$ cat src/ipacl_pkg.sv
// ----------------------------------------------------------------------------
// ipacl_pkg
// types, codes and the prefix mask helper of the ip prefix access list
// ----------------------------------------------------------------------------
package ipacl_pkg;

  localparam int unsigned TABLE_ENTRIES = 16;
  localparam int unsigned IDX_W = (TABLE_ENTRIES > 1) ? $clog2(TABLE_ENTRIES) : 1;
  localparam logic [IDX_W-1:0] LAST_IDX = IDX_W'(TABLE_ENTRIES - 1);
  localparam logic [7:0] V4_MAX_PREFIX = 8'd32;
  localparam logic [7:0] V6_MAX_PREFIX = 8'd128;

  typedef enum logic [1:0] {
    OP_ADD      = 2'd0,
    OP_DELETE   = 2'd1,
    OP_VERIFY   = 2'd2,
    OP_RESERVED = 2'd3
  } op_e;

  typedef enum logic [1:0] {
    ST_OK         = 2'd0,
    ST_MISS       = 2'd1,
    ST_BAD_PREFIX = 2'd2,
    ST_FULL       = 2'd3
  } status_e;

  typedef enum logic [1:0] {
    S_IDLE = 2'd0,
    S_SCAN = 2'd1,
    S_DONE = 2'd2
  } state_e;

  // one stored rule, also used for the normalised key of a word
  typedef struct packed {
    logic        any;
    logic        family;
    logic [63:0] addr_high;
    logic [63:0] addr_low;
    logic [7:0]  prefix;
  } entry_t;

  // leading-bits mask over the 128-bit address, v4 lives in bits 31..0
  function automatic logic [127:0] prefix_mask(input logic fam, input logic [7:0] p);
    logic [127:0] m;
    m = '0;
    for (int i = 0; i < 128; i++) begin
      if (fam) begin
        m[127-i] = (i < int'(p));
      end else if (i < 32) begin
        m[31-i] = (i < int'(p));
      end
    end
    return m;
  endfunction

endpackage

$ cat src/ip_prefix_access_list.sv
// ----------------------------------------------------------------------------
// ip_prefix_access_list
// bounded table of ipv4/ipv6 prefix rules with add, delete and verify
// an accepted word is held; an add walks the valid bits until the lowest
// free slot, a delete or verify reads the rule memory one entry a cycle
// until the first hit, and the result is then registered at the output
// one word at a time; a new word is taken while a result waits at the output
// reset clears the valid bits and the count; the rule memory is not cleared
// ----------------------------------------------------------------------------
module ip_prefix_access_list (
  input  logic        clk_i,
  input  logic        rst_ni,
  input  logic        in_valid_i,
  output logic        in_ready_o,
  input  logic [1:0]  operation_i,
  input  logic        is_any_i,
  input  logic        family_i,
  input  logic [63:0] address_high_i,
  input  logic [63:0] address_low_i,
  input  logic [7:0]  prefix_length_i,
  output logic        out_valid_o,
  input  logic        out_ready_i,
  output logic [1:0]  status_o,
  output logic [4:0]  entry_count_o
);
  import ipacl_pkg::*;

  // sequencer
  state_e state_q, state_d;
  logic   accept;
  logic   out_load;

  // word held for the walk
  op_e     op_q;
  entry_t  key_q;
  status_e res_status_q;

  // table state: valid bits in flops, rule bodies in a memory
  logic [TABLE_ENTRIES-1:0] valid_q;
  logic [4:0]               count_q;
  entry_t                   mem_q [TABLE_ENTRIES];
  entry_t                   rdata_q;

  // walk control
  logic [IDX_W-1:0] idx_q;
  logic             issue_done_q;
  logic             pend_q;
  logic [IDX_W-1:0] pend_idx_q;

  // output register
  logic       out_valid_q;
  status_e    out_status_q;
  logic [4:0] out_count_q;

  // ---------------------------------------------------------------------------
  // normalise the incoming word
  // ---------------------------------------------------------------------------
  op_e        in_op;
  logic [7:0] max_prefix;
  logic       prefix_bad;
  logic       early;
  status_e    early_status;
  entry_t     in_key;

  assign in_op      = op_e'(operation_i);
  assign max_prefix = family_i ? V6_MAX_PREFIX : V4_MAX_PREFIX;
  assign prefix_bad = !is_any_i && (prefix_length_i > max_prefix);

  always_comb begin
    if (is_any_i && (in_op != OP_VERIFY)) begin
      // any rule: stored with family, address and prefix all zero
      in_key     = '0;
      in_key.any = 1'b1;
    end else begin
      in_key.any       = is_any_i;
      in_key.family    = family_i;
      in_key.addr_high = family_i ? address_high_i : 64'd0;
      in_key.addr_low  = family_i ? address_low_i : {32'd0, address_low_i[31:0]};
      in_key.prefix    = (prefix_length_i == 8'd0) ? max_prefix : prefix_length_i;
    end
  end

  // words settled without touching the table
  always_comb begin
    early        = 1'b0;
    early_status = ST_MISS;
    unique case (in_op)
      OP_ADD: begin
        early        = prefix_bad;
        early_status = ST_BAD_PREFIX;
      end
      OP_DELETE: begin
        early        = prefix_bad;
        early_status = ST_MISS;
      end
      OP_VERIFY: begin
        early        = 1'b0;
        early_status = ST_MISS;
      end
      default: begin
        early        = 1'b1;
        early_status = ST_MISS;
      end
    endcase
  end

  // ---------------------------------------------------------------------------
  // walk over the table
  // ---------------------------------------------------------------------------
  logic is_add;
  logic add_free;
  logic match_hit;
  logic hit;
  logic scan_fin;
  logic do_issue;

  assign is_add   = (op_q == OP_ADD);
  assign add_free = is_add && !valid_q[idx_q];

  ipacl_match u_match (
    .is_verify_i (op_q == OP_VERIFY),
    .key_i       (key_q),
    .entry_i     (rdata_q),
    .hit_o       (match_hit)
  );

  // read data belongs to pend_idx_q, a slot only counts while valid
  assign hit = pend_q && valid_q[pend_idx_q] && match_hit;

  always_comb begin
    if (is_add) begin
      scan_fin = !valid_q[idx_q] || (idx_q == LAST_IDX);
    end else begin
      scan_fin = pend_q && (hit || (pend_idx_q == LAST_IDX));
    end
  end

  assign do_issue = (state_q == S_SCAN) && !is_add && !issue_done_q && !scan_fin;

  // ---------------------------------------------------------------------------
  // sequencer: next state and outputs
  // ---------------------------------------------------------------------------
  always_comb begin
    state_d = state_q;
    unique case (state_q)
      S_IDLE: begin
        if (in_valid_i) begin
          state_d = early ? S_DONE : S_SCAN;
        end
      end
      S_SCAN: begin
        if (scan_fin) begin
          state_d = S_DONE;
        end
      end
      S_DONE: begin
        if (!out_valid_q || out_ready_i) begin
          state_d = S_IDLE;
        end
      end
      default: begin
        state_d = S_IDLE;
      end
    endcase
  end

  always_comb begin
    in_ready_o = 1'b0;
    out_load   = 1'b0;
    unique case (state_q)
      S_IDLE:  in_ready_o = 1'b1;
      S_SCAN:  in_ready_o = 1'b0;
      S_DONE:  out_load   = !out_valid_q || out_ready_i;
      default: in_ready_o = 1'b0;
    endcase
  end

  assign accept = in_valid_i && in_ready_o;

  always_ff @(posedge clk_i or negedge rst_ni) begin
    if (!rst_ni) begin
      state_q <= S_IDLE;
    end else begin
      state_q <= state_d;
    end
  end

  // ---------------------------------------------------------------------------
  // table control state
  // ---------------------------------------------------------------------------
  always_ff @(posedge clk_i or negedge rst_ni) begin
    if (!rst_ni) begin
      valid_q      <= '0;
      count_q      <= '0;
      idx_q        <= '0;
      issue_done_q <= 1'b0;
      pend_q       <= 1'b0;
      pend_idx_q   <= '0;
      out_valid_q  <= 1'b0;
    end else begin
      if (accept) begin
        idx_q        <= '0;
        issue_done_q <= 1'b0;
        pend_q       <= 1'b0;
      end else if (state_q == S_SCAN) begin
        pend_q     <= do_issue;
        pend_idx_q <= idx_q;
        if (is_add) begin
          if (add_free) begin
            valid_q[idx_q] <= 1'b1;
            count_q        <= count_q + 5'd1;
          end else if (!scan_fin) begin
            idx_q <= idx_q + IDX_W'(1);
          end
        end else begin
          if (hit && (op_q == OP_DELETE)) begin
            valid_q[pend_idx_q] <= 1'b0;
            count_q             <= count_q - 5'd1;
          end
          if (do_issue) begin
            if (idx_q == LAST_IDX) begin
              issue_done_q <= 1'b1;
            end else begin
              idx_q <= idx_q + IDX_W'(1);
            end
          end
        end
      end

      // output register frees as soon as the word is taken
      if (out_load) begin
        out_valid_q <= 1'b1;
      end else if (out_ready_i) begin
        out_valid_q <= 1'b0;
      end
    end
  end

  // ---------------------------------------------------------------------------
  // payload registers
  // ---------------------------------------------------------------------------
  always_ff @(posedge clk_i) begin
    if (accept) begin
      op_q         <= in_op;
      key_q        <= in_key;
      res_status_q <= early_status;
    end else if ((state_q == S_SCAN) && scan_fin) begin
      if (is_add) begin
        res_status_q <= add_free ? ST_OK : ST_FULL;
      end else begin
        res_status_q <= hit ? ST_OK : ST_MISS;
      end
    end
    if (out_load) begin
      out_status_q <= res_status_q;
      out_count_q  <= count_q;
    end
  end

  // rule memory, one write and one registered read a cycle
  always_ff @(posedge clk_i) begin
    if ((state_q == S_SCAN) && add_free) begin
      mem_q[idx_q] <= key_q;
    end
    rdata_q <= mem_q[idx_q];
  end

  assign out_valid_o   = out_valid_q;
  assign status_o      = out_status_q;
  assign entry_count_o = out_count_q;

endmodule

$ cat src/ipacl_match.sv
// ----------------------------------------------------------------------------
// ipacl_match
// compares one stored rule against the key of the current word
// ----------------------------------------------------------------------------
module ipacl_match (
  input  logic             is_verify_i,
  input  ipacl_pkg::entry_t key_i,
  input  ipacl_pkg::entry_t entry_i,
  output logic             hit_o
);
  import ipacl_pkg::*;

  logic [127:0] diff;
  logic [127:0] mask;
  logic         prefix_hit;
  logic         equal_hit;

  assign diff = {entry_i.addr_high, entry_i.addr_low} ^ {key_i.addr_high, key_i.addr_low};
  assign mask = prefix_mask(entry_i.family, entry_i.prefix);

  assign prefix_hit = entry_i.any ||
                      ((entry_i.family == key_i.family) && ((diff & mask) == '0));

  assign equal_hit = (entry_i.any == key_i.any) &&
                     (key_i.any || ((entry_i.family == key_i.family) && (diff == '0) &&
                                    (entry_i.prefix == key_i.prefix)));

  assign hit_o = is_verify_i ? prefix_hit : equal_hit;

endmodule

$ cat config.mk
export PLATFORM = sky130hd
export DESIGN_NAME = ip_prefix_access_list
export DESIGN_NICKNAME = d
export VERILOG_FILES = /design/src/ipacl_pkg.sv /design/src/ip_prefix_access_list.sv /design/src/ipacl_match.sv
export SDC_FILE = /design/constraint.sdc
export NUM_CORES = 2
export LEC_CHECK = 0
export ABC_AREA = 0
export BUFFER_PORTS_ARGS = -buffer_cell sky130_fd_sc_hd__buf_4
export CAP_MARGIN = 20
export CORE_UTILIZATION = 50
export CTS_BUF_LIST = sky130_fd_sc_hd__clkbuf_8 sky130_fd_sc_hd__clkbuf_16
export CTS_CLUSTER_DIAMETER = 150
export DETAILED_ROUTE_END_ITERATION = 10
export GPL_TIMING_DRIVEN = 0
export PLACE_DENSITY = 0.66
export SLEW_MARGIN = 20
export SYNTH_ARGS = -nofsm -noshare
export SYNTH_HDL_FRONTEND = slang
export SYNTH_SLANG_ARGS = --single-unit
$ cat constraint.sdc
create_clock -name clk_i -period 19.7 [get_ports clk_i]
set_input_delay 4.925 -clock clk_i [delete_from_list [all_inputs] [get_ports clk_i]]
set_output_delay 4.925 -clock clk_i [all_outputs]
set_load 0.02 [all_outputs]
Yosys cells after proc, flatten, opt, wreduce, memory -nomap -nowiden:

Memory sizes are Yosys's and may differ from the RTL's. A register that Yosys moved wholly into a read port is not among the register bits.
Index checks and enable logic that the tools add are counted.

* $lt $le $gt $ge: 133
* reduce and logical (&&, ||, !) cells: 50
* div/mod/pow operators: 0
* mux-type cells: 178
* $add $sub $neg: 3
* shift operators: 0
* multipliers: 0
* eq/ne operators: 20
* bitwise gates (word level): 7

Operator list (number)
* < comparator 7 x 8 -> 1 bit (first input constant): 64
* logical NOT 128 bit: 2
* < comparator 6 x 8 -> 1 bit (first input constant): 32
* 2-to-1 mux 1 bit: 148
* AND 128 bit: 1
* < comparator 5 x 8 -> 1 bit (first input constant): 16
* bitwise XOR 128 bit: 1
* < comparator 4 x 8 -> 1 bit (first input constant): 8
* 2-to-1 mux 16 bit: 3
* < comparator 3 x 8 -> 1 bit (first input constant): 4
* 2-to-1 mux 4 bit: 7
* logical AND 1 bit: 19
* 2-to-1 mux 2 bit: 9
* AND 16 bit: 1
* < comparator 1 x 8 -> 1 bit (first input constant): 2
* < comparator 2 x 8 -> 1 bit (first input constant): 2
* 2-to-1 mux 8 bit: 2
* NOT 16 bit: 1
* bitwise OR 16 bit: 1
* 2-to-1 mux 5 bit: 3
* nonzero test 2 bit: 6
* < comparator 4 x 5 -> 1 bit (second input constant): 2
* inequality test 2 bit (second input constant): 5
* inequality test 3 bit (second input constant): 3
* 26 further kinds: 49

* output and inout port bits: 9
* register bits: 183
* memories: 1
* input port bits: 144
* ROM bits: 0
* RAM bits: 2208
* latch bits: 0
* word-level logic and storage cells: 410

Memories
* mem_q: depth 16, width 138, rd ports 1, clocked after Yosys merged registers in 1, write ports 1, RTL line ip_prefix_access_list.sv:41 `entry_t mem_q [TABLE_ENTRIES];`

Logic depth before layout (Yosys ltp):

* depth in word-level cells: 17
* depth in mapped cells: 13
* gate-level depth less buffers: 10

Modules after synthesis:

A second synthesis with hierarchy kept.

* cells, all modules: 4219
* area, all modules: 96139.7 um2

Modules (own cells, without submodules)
* ip_prefix_access_list: area each 92809.0 um2, instances 1, cells an instance 3728
* ipacl_match: area each 3330.7 um2, instances 1, cells an instance 491

Least setup slack after synthesis:

OpenSTA, ideal clock, no wires.

* path type: register to register
* from: register idx_q[0]
* to: memory mem_q[15][0] (netlist name) (enable)
* path buffers: 1
* setup time: 0.975 ns
* stages on the path, launching flop included: 5
* period minus slack after synthesis: 15.706 ns
* slack: 3.994 ns
* arrival: 14.730 ns
* required time: 18.725 ns
* cell sequence: dfrtp_1 buf_2 mux4_2 mux4_2 nor4_1

* longest elaborated chain between the ends: 7

RTL lines
* from (decl): RTL line ip_prefix_access_list.sv:45 `logic [IDX_W-1:0] idx_q;`
* from (signal assigned): RTL line ip_prefix_access_list.sv:213 `idx_q <= idx_q + IDX_W'(1);`
* from (signal assigned): RTL line ip_prefix_access_list.sv:224 `idx_q <= idx_q + IDX_W'(1);`
* binary-select mux 1 bit (select 4 bit): RTL line ip_prefix_access_list.sv:118 `assign add_free = is_add && !valid_q[idx_q];`
* 2-to-1 mux 1 bit (not written as such): RTL line ip_prefix_access_list.sv:118
* logical NOT 1 bit: RTL line ip_prefix_access_list.sv:118
* logical AND 1 bit: RTL line ip_prefix_access_list.sv:118
* logical AND 1 bit: RTL line ip_prefix_access_list.sv:262 `if ((state_q == S_SCAN) && add_free) begin`
* 2-to-1 mux 1 bit: RTL line ip_prefix_access_list.sv:262
* 2-to-1 mux 1 bit (not written as such): RTL line ip_prefix_access_list.sv:263 `mem_q[idx_q] <= key_q;`
* to (decl): RTL line ip_prefix_access_list.sv:41

Parallel ways exist; a longest one is shown, timed or not. The select of a mux whose other input is x is not followed.

Final worst setup path:

* from: input port operation_i[1]
* to: register key_q[39] (netlist name) (data pin)

* longest elaborated chain between the ends: 2

RTL lines
* from (decl): RTL line ip_prefix_access_list.sv:15 `input logic [1:0] operation_i,`
* inequality test 2 bit: RTL line ip_prefix_access_list.sv:70 `if (is_any_i && (in_op != OP_VERIFY)) begin`
* logical AND 1 bit: RTL line ip_prefix_access_list.sv:70
* to (signal assigned): RTL line ip_prefix_access_list.sv:245 `key_q <= in_key;`
* to (decl): RTL line ip_prefix_access_list.sv:35 `entry_t key_q;`

Every way passes these cells.
A chain may end at the register's enable or synchronous reset.

==> flow_summary.yaml <==
sta:
  finalWorstSetupSlack_ps: 12720
  setup_violations: 0
  max_freq_mhz: 143.2
  final_max_slew_viol_count: 0
  slew_headroom_pct: 17.28
  hold_viol_final: 0
  fin_skew_ps: 38.66
  hold_ws_ps: 423.0
  tightest_slew_ps: 1232
  min_period_ps: 6984
  finalCritPeriodShare_pct: 35.45
  rsz0062_at_grt: "false"
power_and_ir_drop:
  switchingPower_w: 0.004605
  p_leak_nw: 36.48
  comb_power_share_pct: 24.9
  power.internal_w: 0.01073
  ir_drop_v: 0.00008684
  seqPwrFrac_pct: 44.7
  pwr_density_cell_nw_per_um2: 135.7
  p_clk_share_pct: 30.4
  sw_frac_of_total_pct: 30.03
cells_and_area:
  drive_gt1_share_pct: 31.41
  finalNonFillerCells: 7635
  final_cell_mix: "2,357 x edfxtp_1, 700 x mux4_2, 241 x buf_4"
  area_delta_synth_final_pct: 17.34
  finalNetCount: 5058
  final_common_cell: "edfxtp_1"
  final_util_pct: 59.21
floorplanning:
  rows: 160
  boundaryPins: 153
  initial_core_util_pct: 50.46
  dieHeight_um: 440.8
  dieArea_um2: 194300
  die_w_um: 440.8
  design.core.area_um2: 190800
routing:
  drtIter0Drc: 5824
  drc_errors: 0
  dr_total_vias: 47887
  routed_wl_um: 257500
  first_pass_iters: 8
  viasPerCell: 6.272
  ant_nets: 0
  wl_per_cell_um: 33.73
grt:
  grtUsageTotal_pct: 26.91
  grt_max_degree: 62
  grt_overflow: 0
  antenna_found_initial: 12
  grt_pass1_vias: 47629
  grt_pass1_wl_um: 362700
cts:
  clkSinkCount: 2529
  cts_tree: "done"
  ctsResizeCount: 0
  clkLatencyLatePin_ps: 900
  h-tree-depth: 4
  cts_buffers: 239
  clk_pin_slew_ps: 60
  cts_max_path_buffers: 3
  cts_hold_buffers: 0
  root_buffer: "clkbuf_16"
  cts_setup_buffers: 0
placed_design:
  place.detailed.hpwl_um: 174400
  place_ws_ps: 11870
  port_buffers: 151
  gp_congestion: 0.9375
  place_inst: 7172
yosys:
  synth-seq-cells: 2529
  synth_area_per_cell_um2: 22.70
  synth_edf_count: 2357
  yosys.area.top_type: "edfxtp_1"
  synth_seq_area_share_pct: 77.28
  ys_warn_count: 0
  synth_nets: 4394
  netlist_top_cells_area: "edfxtp_1 74%, mux4_2 16%, dfxtp_1 2.9%"
  synthesis.area_um2: 96260
  async_reset_ff_share_pct: 1.344
  synth_flop_cell: "edfxtp_1"
  synth_top_area_share_pct: 73.53
  syn_inst: 4240
  ys_types: 87
setup_path:
  rrSetupSlack_ps: 13650
  cp.required_ps: 20320
  crit_fanout: 10
  r2r_start: "idx_q[1]"
  r2r-end: "mem_q[1][48]"
  critPathKind: "input pin to flip-flop"
  r2r_cells: 16
  startpoint_type: "input pin"
  critPathArrivalTime_ps: 7610
  cp-end-kind: "flip-flop"
hold_path:
  whs_path_depth: 0
  hold_class: "flip-flop to flip-flop"
  hold_path_end: "status_o[1]"
  hp-start: "res_status_q[1]"
status:
  status: "finished clean"
job:
  cap_violations: 0
==> worst max-delay path, cell delays in order <==
cell	delay, ps
buf_4	110
inv_1	60
o21ai_4	500
clkbuf_2	720
clkbuf_1	720
and2_1	520
==> cell type report <==
class	count	area (µm²)
plain buffers	221	979.7
fillers	13336	77830
diodes	5	12.51
clock inverters	178	1624
inverters	15	63.81
repair buffers	423	5195
multi-input cells	1475	21030
well taps	2511	3142
flip-flops and latches	2529	74390
clock buffers	278	6518
==> metrics by stage <==
step | power [W] | setup TNS (ps) | instance area [µm²]
floorplan | 0.009207 | 0 | 96260
global placement | 0.01071 | -6170390 | 100500
detailed placement | 0.01076 | 0 | 104800
CTS | 0.01539 | 0 | 112900
global route | 0.01580 | 0 | 112900
finish | 0.01533 | 0 | 113000
==> power groups by stage <==
stage	clock (W)	sequential [W]	combinational [W]
2_1_floorplan	0	0.00686	0.00234
3_3_place_gp	0	0.00702	0.00369
3_5_place_dp	0	0.00696	0.00380
4_1_cts	0.00472	0.00686	0.00382
5_1_grt	0.00491	0.00691	0.00398
6_report	0.00466	0.00686	0.00382
==> logic make-up (layout without fill, tap and decap cells) <==
kind of cell    Yosys count  in the layout  share of synthesized area, %
buf+inv                 236           1115                         1.005
mux                     705            705                         16.43
fa+ha+maj                10             10                        0.1378
xor+xnor                142            142                         1.292
simple gates            403            403                         2.379
flops                  2529           2529                         77.28
compound gates          215            215                         1.477
other cells               0              5                             0
==> routing by layer <==
metal  track usage, %  up-vias  routed length (µm)
met5                0        -                   0
met4            7.892        0                7253
met2            43.17     2412              126100
li1                 -    19263                   -
met3            4.879      374               22300
met1            38.06    25838              101900
==> worst max-delay path by stage <==
stage / from / endpoint / slack, ps / cells past startpoint
2_1_floorplan: idx_q[0] / mem_q[15][0] / 3990 / 4
3_3_place_gp: idx_q[0] / mem_q[15][31] / -15170 / 4
3_5_place_dp: operation_i[1] / key_q[39] / 11870 / 6
4_1_cts: operation_i[1] / key_q[39] / 12790 / 6
5_1_grt: operation_i[1] / key_q[39] / 12790 / 6
6_report: operation_i[1] / key_q[39] / 12720 / 6
==> synthesized netlist by cell type, drive strengths merged (4+ instances only) <==
master	count
o21ai	31
nor4	24
o31ai	5
a21oi	78
dfxtp	138
o211ai	8
a21o	13
inv	15
nor2	72
xnor2	93
a31oi	11
nand3	12
nor3	24
clkbuf	136
o22ai	12
nor3b	4
o21a	5
edfxtp	2357
a211oi	7
and2	43
nand2	55
buf	85
mux4	700
and3	100
xor2	49
a22oi	7
nand2b	11
ha	9
nand4	31
nor2b	8
dfrtp	34
==> state kept, by name, indices dropped and copies added (netlist names), 2 cells and up <==
| signal | flops |
|---|---|
| valid_q | 16 |
| op_q | 2 |
| idx_q | 4 |
| entry_count_o | 5 |
| state_q | 2 |
| res_status_q | 2 |
| key_q | 138 |
| status_o | 2 |
| rdata_q | 138 |
| pend_idx_q | 4 |
| count_q | 5 |
| mem_q | 2208 |
Note: power is estimated with default switching activity, not from simulation.
